### config.mk
export PLATFORM = sky130hd
export DESIGN_NAME = wlct_ctrl
export DESIGN_NICKNAME = d
export VERILOG_FILES = /design/src/rtl/wlct_pkg.sv /design/src/rtl/wlct_ctrl.sv
export SDC_FILE = /design/constraint.sdc
export NUM_CORES = 1
export LEC_CHECK = 0
export BUFFER_PORTS_ARGS = -buffer_cell sky130_fd_sc_hd__buf_4
export CAP_MARGIN = 20
export CORE_AREA = 2 2 39 41
export DETAILED_ROUTE_END_ITERATION = 12
export DIE_AREA = 0 0 41 43
export PLACE_DENSITY = 0.4
export RECOVER_POWER = 100
export SLEW_MARGIN = 20
export SYNTH_ARGS = -nofsm -noshare
export SYNTH_HDL_FRONTEND = slang
export SYNTH_SLANG_ARGS = --single-unit
### constraint.sdc
create_clock -name clock -period 1.15 [get_ports clock]
set_input_delay 0.1725 -clock clock [delete_from_list [all_inputs] [get_ports clock]]
set_output_delay 0.1725 -clock clock [all_outputs]
set_load 0.1 [all_outputs]
### src/rtl/wlct_pkg.sv
// ----------------------------------------------------------------------------
// wlct_pkg
// Types, codes and defaults shared by the link congestion tracker modules.
// ----------------------------------------------------------------------------
package wlct_pkg;

   localparam int MAX_NODES_DEF     = 16;
   localparam int REPORT_DEPTH_DEF  = 64;
   localparam int CLOSURE_DEPTH_DEF = 16;
   localparam int COUNT_WIDTH_DEF   = 8;

   localparam logic [5:0]  THRESHOLD_RST  = 6'd3;
   localparam logic [31:0] TTL_RST        = 32'd100;
   localparam logic [4:0]  NODE_COUNT_RST = 5'd16;

   localparam logic [1:0] CSR_THRESHOLD  = 2'd0;
   localparam logic [1:0] CSR_TTL        = 2'd1;
   localparam logic [1:0] CSR_NODE_COUNT = 2'd2;

   localparam logic [2:0] OP_REPORT = 3'd0;
   localparam logic [2:0] OP_PURGE  = 3'd1;
   localparam logic [2:0] OP_QUERY  = 3'd2;
   localparam logic [2:0] OP_POP    = 3'd3;
   localparam logic [2:0] OP_LOAD   = 3'd4;

   localparam logic [1:0] ST_OK       = 2'd0;
   localparam logic [1:0] ST_RANGE    = 2'd1;
   localparam logic [1:0] ST_QFULL    = 2'd2;
   localparam logic [1:0] ST_NO_REC   = 2'd3;

   typedef struct packed {
      logic [2:0]  opcode;
      logic [3:0]  src_node;
      logic [3:0]  dst_node;
      logic [31:0] now_time;
      logic        is_adjacent;
   } req_type;

   typedef struct packed {
      logic [1:0]  status;
      logic        newly_closed;
      logic        portal_closed;
      logic        link_closed;
      logic [3:0]  record_src;
      logic [3:0]  record_dst;
      logic [31:0] record_time;
      logic [6:0]  expired_count;
   } rsp_type;

   typedef enum logic [2:0] {
      S_IDLE,
      S_EXEC,
      S_PURGE_RD,
      S_PURGE_CNT,
      S_PURGE_UPD,
      S_DONE
   } state_type;

   typedef struct packed {
      logic capture;
      logic exec;
      logic purge_rd;
      logic purge_cnt;
      logic purge_upd;
      logic finish;
   } cmd_type;

   typedef struct packed {
      logic is_purge;
      logic head_expired;
   } stat_type;

endpackage

### src/rtl/wlct_ctrl.sv
// ----------------------------------------------------------------------------
// wlct_ctrl
// Sequencer: accepts a word, runs one execute step and, for a purge, the
// purge walk, and hands the result to the output register.
// ----------------------------------------------------------------------------
module wlct_ctrl (
   input  logic                clock,
   input  logic                reset,
   input  logic                req_valid,
   output logic                req_ready,
   input  logic                out_free,
   input  wlct_pkg::stat_type  stat,
   output wlct_pkg::cmd_type   cmd
);

   wlct_pkg::state_type state_ff, state_in;

   always_ff @(posedge clock) begin
      if (reset) begin
         state_ff <= wlct_pkg::S_IDLE;
      end else begin
         state_ff <= state_in;
      end
   end

   always_comb begin
      state_in = state_ff;
      unique case (state_ff)
         wlct_pkg::S_IDLE: begin
            if (req_valid) state_in = wlct_pkg::S_EXEC;
         end
         wlct_pkg::S_EXEC: begin
            if (stat.is_purge) state_in = wlct_pkg::S_PURGE_RD;
            else               state_in = wlct_pkg::S_DONE;
         end
         wlct_pkg::S_PURGE_RD: begin
            state_in = wlct_pkg::S_PURGE_CNT;
         end
         wlct_pkg::S_PURGE_CNT: begin
            state_in = wlct_pkg::S_PURGE_UPD;
         end
         wlct_pkg::S_PURGE_UPD: begin
            if (stat.head_expired) state_in = wlct_pkg::S_PURGE_RD;
            else                   state_in = wlct_pkg::S_DONE;
         end
         wlct_pkg::S_DONE: begin
            if (out_free) state_in = wlct_pkg::S_IDLE;
         end
         default: state_in = wlct_pkg::S_IDLE;
      endcase
   end

   always_comb begin
      cmd = '0;
      req_ready = 1'b0;
      unique case (state_ff)
         wlct_pkg::S_IDLE: begin
            req_ready = 1'b1;
            cmd.capture = req_valid;
         end
         wlct_pkg::S_EXEC:      cmd.exec = 1'b1;
         wlct_pkg::S_PURGE_RD:  cmd.purge_rd = 1'b1;
         wlct_pkg::S_PURGE_CNT: cmd.purge_cnt = 1'b1;
         wlct_pkg::S_PURGE_UPD: cmd.purge_upd = 1'b1;
         wlct_pkg::S_DONE:      cmd.finish = out_free;
         default: ;
      endcase
   end

   a_one_cmd: assert property (@(posedge clock) disable iff (reset)
      $onehot0(cmd)) else $error("more than one command");
   a_cap_idle: assert property (@(posedge clock) disable iff (reset)
      cmd.capture |=> cmd.exec) else $error("capture not followed by execute");
   a_rd_upd: assert property (@(posedge clock) disable iff (reset)
      cmd.purge_rd |=> cmd.purge_cnt) else $error("purge read without count read");

endmodule

-- Word-level counts from Yosys, hierarchy flattened
Index checks and enable logic that the tools add are counted.
- bits in registers: 3
- logic and storage cells: 22
- equality and inequality tests: 7
- muxes and demuxes: 12
- reductions and logical operators: 2
- operator list (cell ; number):
    $pmux 3 s6 ; 1
    $mux 3 ; 4
    $mux 1 ; 7
    $eq 3x2->1 const B ; 2
    $eq 3x3->1 const B ; 2
    $ne 2x2->1 const B ; 2
    $eq 3x1->1 const B ; 1
    $logic_not 3->1 ; 1
    $reduce_and 2->1 ; 1

-- Depth between registers and ports, before layout
- depth in word-level cells: 3
- mapped depth: 4
- gate-level depth less buffers: 3

-- Worst setup path after synthesis
OpenSTA, ideal clock, no wires.
- kind: register to output
- start point: register state_ff[2]
- end point: output port cmd[1] in the netlist's numbering
- arrival: 2.821 ns
- slack: -1.844 ns
- cell stages (with the launch flop): 3
- path buffers: 1
- path through: dfxtp_1 -> buf_2 -> nor3b_1
- RTL lines (item ; line ; text):
    from (decl) ; wlct_ctrl.sv:16 ; wlct_pkg::state_type state_ff, state_in;
    from (signal assigned) ; wlct_ctrl.sv:20 ; state_ff <= wlct_pkg::S_IDLE;
    from (signal assigned) ; wlct_ctrl.sv:22 ; state_ff <= state_in;
    to (decl) ; wlct_ctrl.sv:13 ; output wlct_pkg::cmd_type cmd

==> results.cfg <==
[routing]
ant_nets = 0
postRouteWirelength_um = 827
wl_per_cell_um = 12.0
dr.pass1.iters = 4
initialDrtViolationCount = 2
vias = 318
viasPerCell = 4.61
drc = 0

[finish]
fin_nets = 60
largest_reg_flops = 3
drive_above_1_share_pct = 71.7
top_register = state_ff
finish.utilization_pct = 43.6
biggestRegsByFlops = state_ff (3)
syn_to_final_growth_pct = 128
final_area_um2 = 603
antenna_cells = 0

[grt]
grt_pass1_wl_um = 1300
antenna_found_initial = 0
grt_use_total_pct = 11.9
grt_pass1_vias = 323
overflow = 0
grt_start_max_net_pins = 9

[placed_design]
hpwl_um = 587
gp_congestion = 0.709
place_ws_ps = -95.4
placed_cell_area_um2 = 443
port_buffers = 12

[clocking]
worst_skew_pair.late_latency_ps = 240
clock-root-buffer = clkbuf_4
htree_levels = 1
cts_sinks = 3
cts_buffers = 3
clock_path_buffers = 2
cts_tree = built
path_clk_slew_ps = 40

[setup_path]
cpPeakStageDelay_ps = 360
crit_type = reg -> out
required_ps = 980
arrival_ps = 1160
cp.buffers_inverters = 2
crit_slowest_cell = dfxtp_4
start_kind = flip-flop
path_delay_family = flip-flops
crit_path_end_kind = primary output
path_cells = buf_6 > nor3b_4 > buf_12
cp_max_fo = 5

[logic_synthesis]
synth_nets = 37
yosysWarnings = 0
ys_seq_area_share_pct = 22.7
synth_area_per_cell_um2 = 8.52
ys_ff_latch = 3
syn-cell-area_um2 = 264
synth_cell_types = 23
synth_cells = 31

[sta]
period_needed_ps = 1340
rsz0062_at_grt = true
fin_skew_ps = 9.32
hold_violations = 0
max_freq_mhz = 748
maxSlewViolCount = 0
worst_pin_slew_ps = 229
fin_ws_ps = -186
relSlewSlack_pct = 84.6
period_share_pct = 116
setup_viol = 8

[die]
coreArea_um2 = 1380
start_util_pct = 19.1
ioPinCount = 13
die_area_um2 = 1760
num_rows = 14
die_h_um = 43
die_x_um = 41

[min_path]
hold_class = in -> reg

[pwr]
power_leakage_uw = 0.000262
power.density_nw_per_um2 = 1620
vdd_ir_drop_max_v = 0.000672

[job]
max_cap_viol_count = 0

[status]
outcome = finished with violations
failed_checks = setup timing
[final cells by class]
type	count	area (µm²)
clock buffer	4	26.3
fill	132	781
inverter	1	3.75
multi-input combinational	24	234
sequential	3	71.3
tap	16	20.0
timing repair buffer	21	248
[placed cells by master (no fill, tap or decap)]
cell,n
o21ai_0,2
o211a_1,1
and3_4,1
buf_6,4
nor3_2,1
nor2b_4,2
o22a_1,1
inv_1,1
nor3_4,1
buf_4,11
clkbuf_1,1
nor4_2,1
clkbuf_4,3
nand3b_1,1
a21oi_1,1
o2bb2ai_1,1
mux2i_1,1
nand2_1,1
a32o_1,1
nor2b_2,1
nor3b_4,2
o21a_1,1
and2_4,1
o22ai_1,1
nor2_1,1
and3b_2,1
dfxtp_4,3
buf_12,6
[worst register-to-register path, cell delays in order (launching register included)]
cell	delay, ps
dfxtp_4	360
buf_4	140
nor4_2	260
nor3_2	90
a32o_1	210
[layer usage]
layer | vias up | wire length, µm | GRT usage [%] | part of all wire [%]
li1 | 157 | - | - | -
met1 | 146 | 297 | 10.6 | 36
met2 | 11 | 450 | 19.4 | 54
met3 | 4 | 33 | 0 | 4.0
met4 | 0 | 45 | 16.0 | 5.4
met5 | - | 0 | 0 | 0
[cells by family after synthesis]
family | share of synthesized area, %
buffers and inverters | 9.48
AND/OR/NAND/NOR | 38.9
AO/OA/AOI/OAI | 25.1
flip-flops | 22.7
multiplexers | 3.79
[synthesized netlist by cell type]
cell	number	area, µm²
a21oi_1	1	5.00
a32o_1	1	10.0
and2_1	1	6.26
and3_1	1	6.26
and3b_1	1	8.76
buf_2	2	10.0
buf_6	1	11.3
dfxtp_1	3	60.1
inv_1	1	3.75
mux2i_1	1	10.0
nand2_1	1	3.75
nand3b_1	1	7.51
nor2_1	1	3.75
nor2b_1	3	18.8
nor3_2	2	20.0
nor3b_1	2	15.0
nor4_2	1	12.5
o211a_1	1	10.0
o21a_1	1	7.51
o21ai_0	2	10.0
o22a_1	1	8.76
o22ai_1	1	6.26
o2bb2ai_1	1	8.76
[final timing paths]
| kind | start | endpoint | slack (ps) | cells past startpoint |
|---|---|---|---|---|
| setup / recovery | state_ff[0] | cmd[1] | -190 | 3 |
| hold reg to reg | state_ff[2] | state_ff[1] | 720 | 3 |
| hold / removal | reset | state_ff[2] | 130 | 2 |
| setup reg to reg | state_ff[0] | state_ff[0] | -20 | 4 |
[timing repair]
| action | CTS | global route |
|---|---|---|
| setup endpoints to repair | 9 | 9 |
| pin swaps | 5 | 1 |
| gates resized for setup | 28 | 2 |
| buffers inserted | 2 | 1 |
| hold buffers | 0 | 0 |
[per-stage QoR]
stage          instances  total power [µW]  hold WS (ps)  setup TNS [ps]
5_1_grt               69              1020           131           -1370
4_1_cts               68               972           119           -1220
3_5_place_dp          62               656           379            -584
6_report              69               977           126           -1140
3_3_place_gp          62               652           365            -452
2_1_floorplan         31               557           242           -2470
[power by group]
group / total [µW] / switching (µW) / internal (µW) / leakage (µW)
combinational: 622 / 354 / 269 / 0.000220
sequential: 160 / 36.7 / 123 / 0.0000267
clock: 195 / 64.6 / 131 / 0.0000150
total: 977 / 455 / 522 / 0.000262
(Power assumes the default switching activity.)
